--- src/rtl/gds_pkg.sv ---
// Shared types, constants and calendar helpers for the Gregorian date stepper.
`timescale 1ns / 1ps

package gds_pkg;

	typedef enum logic [1:0] {
		REQ_LOAD = 2'd0,
		REQ_FWD  = 2'd1,
		REQ_BACK = 2'd2,
		REQ_NONE = 2'd3
	} req_t;

	typedef enum logic [1:0] {
		ST_IDLE,
		ST_FIX,
		ST_STEP,
		ST_WRITE
	} state_t;

	typedef struct packed {
		logic accept;   // latch the request fields
		logic fix;      // clamp the loaded day to the month length
		logic step;     // take one day step and count down
		logic publish;  // copy the date into the result register
	} cmd_t;

	typedef struct packed {
		logic cnt_zero;
	} status_t;

	localparam logic [15:0] YEAR_RESET = 16'd1970;
	localparam logic [3:0]  MONTH_JAN  = 4'd1;
	localparam logic [3:0]  MONTH_FEB  = 4'd2;
	localparam logic [3:0]  MONTH_DEC  = 4'd12;
	localparam logic [4:0]  DAY_FIRST  = 5'd1;
	localparam logic [4:0]  DAY_MAX    = 5'd31;

	// y divisible by 25 <=> (y * 25^-1 mod 2^16) <= floor(65535 / 25)
	localparam logic [15:0] INV25      = 16'd23593;
	localparam logic [15:0] DIV25_MAX  = 16'd2621;

	function automatic logic [4:0] days_in(input logic [3:0] month, input logic leap);
		logic [4:0] len;
		case (month)
			4'd2:                      len = leap ? 5'd29 : 5'd28;
			4'd4, 4'd6, 4'd9, 4'd11:   len = 5'd30;
			default:                   len = 5'd31;
		endcase
		return len;
	endfunction

endpackage

--- src/rtl/gds_if.sv ---
// Valid/ready channel interfaces for requests and resulting dates.
`timescale 1ns / 1ps

interface gds_req_if import gds_pkg::*; ();
	logic        valid;
	logic        ready;
	req_t        req_type;
	logic [15:0] load_year;
	logic [3:0]  load_month;
	logic [4:0]  load_day;
	logic [15:0] day_count;

	modport source (output valid, req_type, load_year, load_month, load_day, day_count,
		input ready);
	modport sink (input valid, req_type, load_year, load_month, load_day, day_count,
		output ready);
endinterface

interface gds_res_if ();
	logic        valid;
	logic        ready;
	logic [15:0] cur_year;
	logic [3:0]  cur_month;
	logic [4:0]  cur_day;

	modport source (output valid, cur_year, cur_month, cur_day, input ready);
	modport sink (input valid, cur_year, cur_month, cur_day, output ready);
endinterface

--- src/rtl/gds_ctrl.sv ---
// Request sequencer for the date stepper: accept, fix, step and result handoff.
`timescale 1ns / 1ps

module gds_ctrl import gds_pkg::*; (
	input  logic    clk,
	input  logic    arst_n,
	input  logic    req_valid,
	input  req_t    req_type,
	output logic    req_ready,
	output logic    res_valid,
	input  logic    res_ready,
	input  status_t status,
	output cmd_t    cmd
);

	state_t state_q, state_d;
	logic   out_valid_q;
	logic   slot_free;

	assign slot_free = !out_valid_q || res_ready;
	assign res_valid = out_valid_q;

	always_ff @(posedge clk or negedge arst_n) begin
		if (!arst_n) begin
			state_q     <= ST_IDLE;
			out_valid_q <= 1'b0;
		end else begin
			state_q <= state_d;
			if (cmd.publish) begin
				out_valid_q <= 1'b1;
			end else if (res_ready) begin
				out_valid_q <= 1'b0;
			end
		end
	end

	always_comb begin
		state_d   = state_q;
		cmd       = '0;
		req_ready = 1'b0;
		case (state_q)
			ST_IDLE: begin
				req_ready = 1'b1;
				if (req_valid) begin
					cmd.accept = 1'b1;
					case (req_type)
						REQ_LOAD:           state_d = ST_FIX;
						REQ_FWD, REQ_BACK:  state_d = ST_STEP;
						default:            state_d = ST_WRITE;
					endcase
				end
			end
			ST_FIX: begin
				cmd.fix = 1'b1;
				state_d = ST_WRITE;
			end
			ST_STEP: begin
				if (status.cnt_zero) begin
					state_d = ST_WRITE;
				end else begin
					cmd.step = 1'b1;
				end
			end
			ST_WRITE: begin
				if (slot_free) begin
					cmd.publish = 1'b1;
					state_d     = ST_IDLE;
				end
			end
			default: begin
				state_d = ST_IDLE;
			end
		endcase
	end

endmodule

--- src/rtl/gds_datapath.sv ---
// Date registers, day-step logic, step counter and result register.
`timescale 1ns / 1ps

module gds_datapath import gds_pkg::*; #(
	parameter int COUNT_WIDTH = 16
) (
	input  logic        clk,
	input  logic        arst_n,
	input  cmd_t        cmd,
	output status_t     status,
	input  req_t        req_type,
	input  logic [15:0] load_year,
	input  logic [3:0]  load_month,
	input  logic [4:0]  load_day,
	input  logic [15:0] day_count,
	output logic [15:0] cur_year,
	output logic [3:0]  cur_month,
	output logic [4:0]  cur_day
);

	logic [15:0]            year_q;
	logic [3:0]             month_q;
	logic [4:0]             day_q;
	logic [COUNT_WIDTH-1:0] cnt_q;
	logic                   back_q;
	logic [15:0]            res_year_q;
	logic [3:0]             res_month_q;
	logic [4:0]             res_day_q;

	logic [15:0] prod;
	logic        div25;
	logic        leap;
	logic [4:0]  last_day;
	logic [3:0]  month_clamp;
	logic [3:0]  month_prev;

	assign prod        = year_q * INV25;
	assign div25       = prod <= DIV25_MAX;
	assign leap        = (year_q[1:0] == 2'd0) && (!div25 || (year_q[3:0] == 4'd0));
	assign last_day    = days_in(month_q, leap);
	assign month_prev  = month_q - 4'd1;
	assign month_clamp = (load_month == 4'd0) ? MONTH_JAN :
		(load_month > MONTH_DEC) ? MONTH_DEC : load_month;

	assign status.cnt_zero = (cnt_q == '0);

	always_ff @(posedge clk or negedge arst_n) begin
		if (!arst_n) begin
			year_q  <= YEAR_RESET;
			month_q <= MONTH_JAN;
			day_q   <= DAY_FIRST;
			cnt_q   <= '0;
			back_q  <= 1'b0;
		end else if (cmd.accept) begin
			back_q <= (req_type == REQ_BACK);
			cnt_q  <= COUNT_WIDTH'(day_count);
			if (req_type == REQ_LOAD) begin
				year_q  <= load_year;
				month_q <= month_clamp;
				day_q   <= load_day;
			end
		end else if (cmd.fix) begin
			if (day_q == 5'd0) begin
				day_q <= DAY_FIRST;
			end else if (day_q > last_day) begin
				day_q <= last_day;
			end
		end else if (cmd.step) begin
			cnt_q <= cnt_q - 1'b1;
			if (!back_q) begin
				if (day_q < last_day) begin
					day_q <= day_q + 5'd1;
				end else if (month_q >= MONTH_DEC) begin
					year_q  <= year_q + 16'd1;
					month_q <= MONTH_JAN;
					day_q   <= DAY_FIRST;
				end else begin
					month_q <= month_q + 4'd1;
					day_q   <= DAY_FIRST;
				end
			end else begin
				if (day_q > DAY_FIRST) begin
					day_q <= day_q - 5'd1;
				end else if (month_q <= MONTH_JAN) begin
					year_q  <= year_q - 16'd1;
					month_q <= MONTH_DEC;
					day_q   <= DAY_MAX;
				end else begin
					month_q <= month_prev;
					day_q   <= days_in(month_prev, leap);
				end
			end
		end
	end

	always_ff @(posedge clk) begin
		if (cmd.publish) begin
			res_year_q  <= year_q;
			res_month_q <= month_q;
			res_day_q   <= day_q;
		end
	end

	assign cur_year  = res_year_q;
	assign cur_month = res_month_q;
	assign cur_day   = res_day_q;

endmodule

--- src/rtl/gregorian_date_stepper_core.sv ---
// Top level of the Gregorian date stepper.
`timescale 1ns / 1ps

// Holds a calendar date, 1970-01-01 after reset, and answers every request with
// exactly one result: the date held afterwards. A load request clamps the month
// to 1..12 and the day to the month length and goes through the fix and write
// states; a step request stays in the step state until day_count days are
// taken, the calendar datapath moving exactly one day per cycle, then goes to
// the write state; an unused request code goes straight there. One request is
// in work at a time; the next one is taken once the previous date sits in the
// result register, even if that result has not yet been transferred. Years
// wrap modulo 65536; only the low COUNT_WIDTH bits of day_count are used.
module gregorian_date_stepper_core import gds_pkg::*; #(
	parameter int COUNT_WIDTH = 16
) (
	input  logic         clk,
	input  logic         arst_n,
	gds_req_if.sink      req,
	gds_res_if.source    res
);

	cmd_t    cmd;
	status_t status;

	gds_ctrl u_ctrl (
		.clk       (clk),
		.arst_n    (arst_n),
		.req_valid (req.valid),
		.req_type  (req.req_type),
		.req_ready (req.ready),
		.res_valid (res.valid),
		.res_ready (res.ready),
		.status    (status),
		.cmd       (cmd)
	);

	gds_datapath #(
		.COUNT_WIDTH (COUNT_WIDTH)
	) u_datapath (
		.clk        (clk),
		.arst_n     (arst_n),
		.cmd        (cmd),
		.status     (status),
		.req_type   (req.req_type),
		.load_year  (req.load_year),
		.load_month (req.load_month),
		.load_day   (req.load_day),
		.day_count  (req.day_count),
		.cur_year   (res.cur_year),
		.cur_month  (res.cur_month),
		.cur_day    (res.cur_day)
	);

endmodule

--- src/flat_wrapper.sv ---
// flat-port wrapper written by rule: the top's interface ports become plain ports
module gregorian_date_stepper_core_flat import gds_pkg::*;
#(
	parameter int COUNT_WIDTH = 16
)
  (clk, arst_n, req_valid, req_req_type, req_load_year, req_load_month, req_load_day, req_day_count, req_ready, res_valid, res_cur_year, res_cur_month, res_cur_day, res_ready);
  gds_req_if req_i ();
  gds_res_if res_i ();
  input  logic clk;
  input  logic arst_n;
  input wire logic [$bits(req_i.valid)-1:0] req_valid;
  input wire logic [$bits(req_i.req_type)-1:0] req_req_type;
  input wire logic [$bits(req_i.load_year)-1:0] req_load_year;
  input wire logic [$bits(req_i.load_month)-1:0] req_load_month;
  input wire logic [$bits(req_i.load_day)-1:0] req_load_day;
  input wire logic [$bits(req_i.day_count)-1:0] req_day_count;
  output wire logic [$bits(req_i.ready)-1:0] req_ready;
  output wire logic [$bits(res_i.valid)-1:0] res_valid;
  output wire logic [$bits(res_i.cur_year)-1:0] res_cur_year;
  output wire logic [$bits(res_i.cur_month)-1:0] res_cur_month;
  output wire logic [$bits(res_i.cur_day)-1:0] res_cur_day;
  input wire logic [$bits(res_i.ready)-1:0] res_ready;
  assign req_i.valid = req_valid;
  assign req_i.req_type = req_req_type;
  assign req_i.load_year = req_load_year;
  assign req_i.load_month = req_load_month;
  assign req_i.load_day = req_load_day;
  assign req_i.day_count = req_day_count;
  assign req_ready = req_i.ready;
  assign res_valid = res_i.valid;
  assign res_cur_year = res_i.cur_year;
  assign res_cur_month = res_i.cur_month;
  assign res_cur_day = res_i.cur_day;
  assign res_i.ready = res_ready;
  gregorian_date_stepper_core #(.COUNT_WIDTH(COUNT_WIDTH)) u_core (.clk(clk), .arst_n(arst_n), .req(req_i), .res(res_i));
endmodule
--- config.mk ---
export PLATFORM = sky130hd
export DESIGN_NAME = gregorian_date_stepper_core_flat
export DESIGN_NICKNAME = d
export VERILOG_FILES = /design/src/rtl/gds_pkg.sv /design/src/rtl/gds_if.sv /design/src/rtl/gds_ctrl.sv /design/src/rtl/gds_datapath.sv /design/src/rtl/gregorian_date_stepper_core.sv /design/src/flat_wrapper.sv
export SDC_FILE = /design/constraint.sdc
export NUM_CORES = 1
export LEC_CHECK = 0
export BUFFER_PORTS_ARGS = -buffer_cell sky130_fd_sc_hd__buf_2
export CORE_MARGIN = 2
export CORE_UTILIZATION = 45
export CTS_CLUSTER_DIAMETER = 200
export DETAILED_ROUTE_END_ITERATION = 10
export PLACE_DENSITY = 0.71
export SLEW_MARGIN = 0
export SYNTH_ARGS = -nofsm -noshare
export SYNTH_HDL_FRONTEND = slang
export SYNTH_SLANG_ARGS = --single-unit
--- constraint.sdc ---
create_clock -name clk -period 6.96 [get_ports clk]
set_input_delay 1.044 -clock clk [delete_from_list [all_inputs] [get_ports clk]]
set_output_delay 1.044 -clock clk [all_outputs]
set_load 0.05 [all_outputs]
==> impl_results.md <==
* Status: finished clean
* H-tree Lvls at 3
* Drt wl/cell at approximately 16 um
* Pin count of the biggest net entering global routing at slightly above 60
* Fin crit share at a little over nine tenths
* CP Capture Point: u_core.u_datapath.year_q[14]
* CTS root buf: clkbuf_16
* R2r setup slk at between 0.4 and 0.5 ns
* Top-count cell post-synth: ha_1
* Horiz. Die Dim at 122 um
* Tmin final at about 6.5 ns
* Starting DRT DRC Count at between 200 and 300
* Cells after synthesis at 699
* Distinct cells, synth at 65
* Max clock buf depth at 2
* Max-Cap Viols at 0
* Max frequency at around 0.15 GHz
* Vias per cell at roughly 5.5
* Mapped Area at roughly 6300 sq um
* Max Slew Vio Count at 0
* RSZ-0062 raised after global routing: false
* First-pass GRT wire length at approximately 24000 um
* HPWL after DPL at about 11000 um
* Met2 Routed Length at between 6000 and 7000 um
* Gr ovfl total at 0
* Final Hold Viols at 0
* Async S/R FF share, synth at between 60% and 70%
* R2R depth at 26
* Critical path required time at 7.24 ns
* Top post-synthesis cells by count: ha_1, nand2_1, inv_1, a21oi_1, o21ai_0
* DRC Markers at 0
* Crit start category: flip-flop
* Yosys top cell area share at approximately a fifth
* Number of port buffers at 73
* TritonCTS Buffers at 9
* Post-synth EDFFs at 25
* Core area at around 14000 sq um
* Height of the die at 122 um
* Metal-1 WL at roughly 6800 um
* Total GRT Usage at a little over a fifth
* Final GP Congestion at around 0.91
* Critical Path AT at slightly below 7 ns
* Starting density of the core at a little under half
* Vias at 5280
* Final-report setup violation count at 0
* Min-Delay Startpoint: u_core.u_datapath.cnt_q[13]
* Share of cells above drive strength 1 at between 10% and 20%
* Layout area overhead at 13.9%
* Worst r2r dst: u_core.u_datapath.year_q[14]
* Final ANT Viol Nets at 0
* Synth area leaders: ha_1, dfrtp_1, edfxtp_1
* N_diodes at 0
* Reg clk slew, reported paths at around 0.06 ns
* CP Capture Type: flip-flop
* Area leader, netlist: ha_1
* Rows at between 40 and 50
* Hold Crit Class: reg2reg
* Seq cells post-synth at 70
* DIE AREA at ~15000 sq um
* Clock Skew at 0.00657 ns
* Met3 WL at 690 um
* Worst Setup SP: u_core.u_datapath.year_q[4]
* Setup TNS Final at 0 ns
* Setup Crit Path Kind: reg2reg
* Sinks on Clock Net at 70
* Vias in the first global route at between 4000 and 5000
* Reg2reg start: u_core.u_datapath.year_q[4]
* Post-Syn Nets at 860
* Least-Margin Pin Slew at 1.09 ns
* Seq/Total Area, Yosys at between 20% and 30%
* Io pins at 74
* DRT Pass-1 Iters at 6
* CTS tree: yes
* Nets at approximately 930
* Latest clock arrival within the worst-skew pair at 0.35 ns
* Ys Warns at 0
* CP max FO at 20
* Area of the multi-input gates at 4100 sq um
* Max layer used: met4
* Initial antenna violation count at 0
* Number of fillers in the final layout at 1313
* Headroom to the max-slew limit at 27.1%
* Final wirelength at approximately 15000 um
* Register cell area after layout at 1890 sq um
* Synthesized area per cell at 9.03 sq um
* Synth Flop Type: dfrtp_1
-- logic make-up after synthesis --
family	after synthesis	synth area share, %
compound gates	191	19.1
xor+xnor	30	4.81
fa+ha+maj	114	24.8
buf+inv	88	5.29
flops	70	29.9
mux	2	0.317
simple gates	204	15.7
-- cells in the final DEF, fill, tap and decap left out, drive strengths merged, types with 7 or more instances in the layout --
cell type  instances
fa                19
dfrtp             36
nand2             66
xor2               9
clkbuf            12
nor3              24
nor2b              7
a21oi             54
xnor2             18
ha                95
or3                9
nand3             15
edfxtp            25
inv               62
a21o              13
o21ai             57
dfstp              9
buf               83
a211oi             9
nor2              48
nand2b             7
a31oi             13
-- worst max-delay path: stages, from the launching register on --
cell,delay (ns)
dfstp_2,0.63
ha_1,0.26
ha_1,0.28
inv_1,0.05
fa_1,0.50
fa_1,0.55
inv_1,0.05
fa_1,0.53
ha_1,0.14
xnor3_1,0.39
xnor3_1,0.22
xnor3_1,0.24
or3_4,0.36
nand2_1,0.08
a41o_1,0.18
nand2b_1,0.10
a21oi_1,0.07
ha_1,0.19
nor2b_1,0.11
o2111ai_1,0.14
mux2i_1,0.37
a31oi_4,0.15
a21oi_2,0.25
buf_4,0.28
and3_1,0.19
mux2i_1,0.07
nand3_1,0.08
-- per-layer routing --
metal / vias up / global-route usage (%)
met5: - / 0
met4: 0 / 8.41
met3: 21 / 3.30
met2: 125 / 33.3
met1: 2494 / 28.5
li1: 2640 / -
-- flip-flops by register name (all words and copies together) (netlist names) --
register and flops:
u_core.u_datapath.day_q 5, u_core.u_ctrl.state_q 2, u_core.u_datapath.cnt_q 16, u_core.u_datapath.cur_year 16, u_core.u_datapath.cur_month 4, u_core.u_datapath.cur_day 5, u_core.u_ctrl.res_valid 1, u_core.u_datapath.back_q 1
u_core.u_datapath.year_q 16, u_core.u_datapath.month_q 4
-- through the flow --
step                util [%]  worst slack [ns]  instance area [sq um]  instances  hold slack, ns
CTS                     52.2             0.394                   7190        952           0.498
finish                  52.2             0.442                   7190        952           0.490
detailed placement      50.0             0.450                   6880        936           0.485
floorplan                  -             0.805                   6310        699           0.420
global placement        50.0             0.587                   6880        936           0.470
global route            52.2            0.0457                   7190        952           0.529
-- repair_timing --
action / CTS / global route
resized for setup: 0 / 2
hold buffers: 0 / 0
setup buffers: 0 / 0
endpoints found under the setup margin: 0 / 1
-- how the worst min path moves through the flow --
stage	cells past startpoint	endpoint	slack, ns
2_1_floorplan	0	u_core.u_datapath.cur_day[2]	0.42
3_3_place_gp	2	u_core.u_datapath.cnt_q[13]	0.47
3_5_place_dp	2	u_core.u_datapath.cnt_q[13]	0.49
4_1_cts	2	u_core.u_datapath.cnt_q[13]	0.50
5_1_grt	2	u_core.u_datapath.cnt_q[13]	0.53
6_report	2	u_core.u_datapath.cnt_q[13]	0.49
-- area by class of cell --
cell class                      instances  share of cell area, %
Tap cell                              180                   3.13
Timing Repair Buffer                   83                   6.12
Sequential cell                        70                   26.3
Clock buffer                           12                   3.88
Clock inverter                          4                  0.365
Inverter                               62                   3.24
Multi-Input combinational cell        541                   57.0
Power is left out: the tool's default activity adds up to more than one toggle a clock period on the data nets, which glitch-free logic cannot reach.
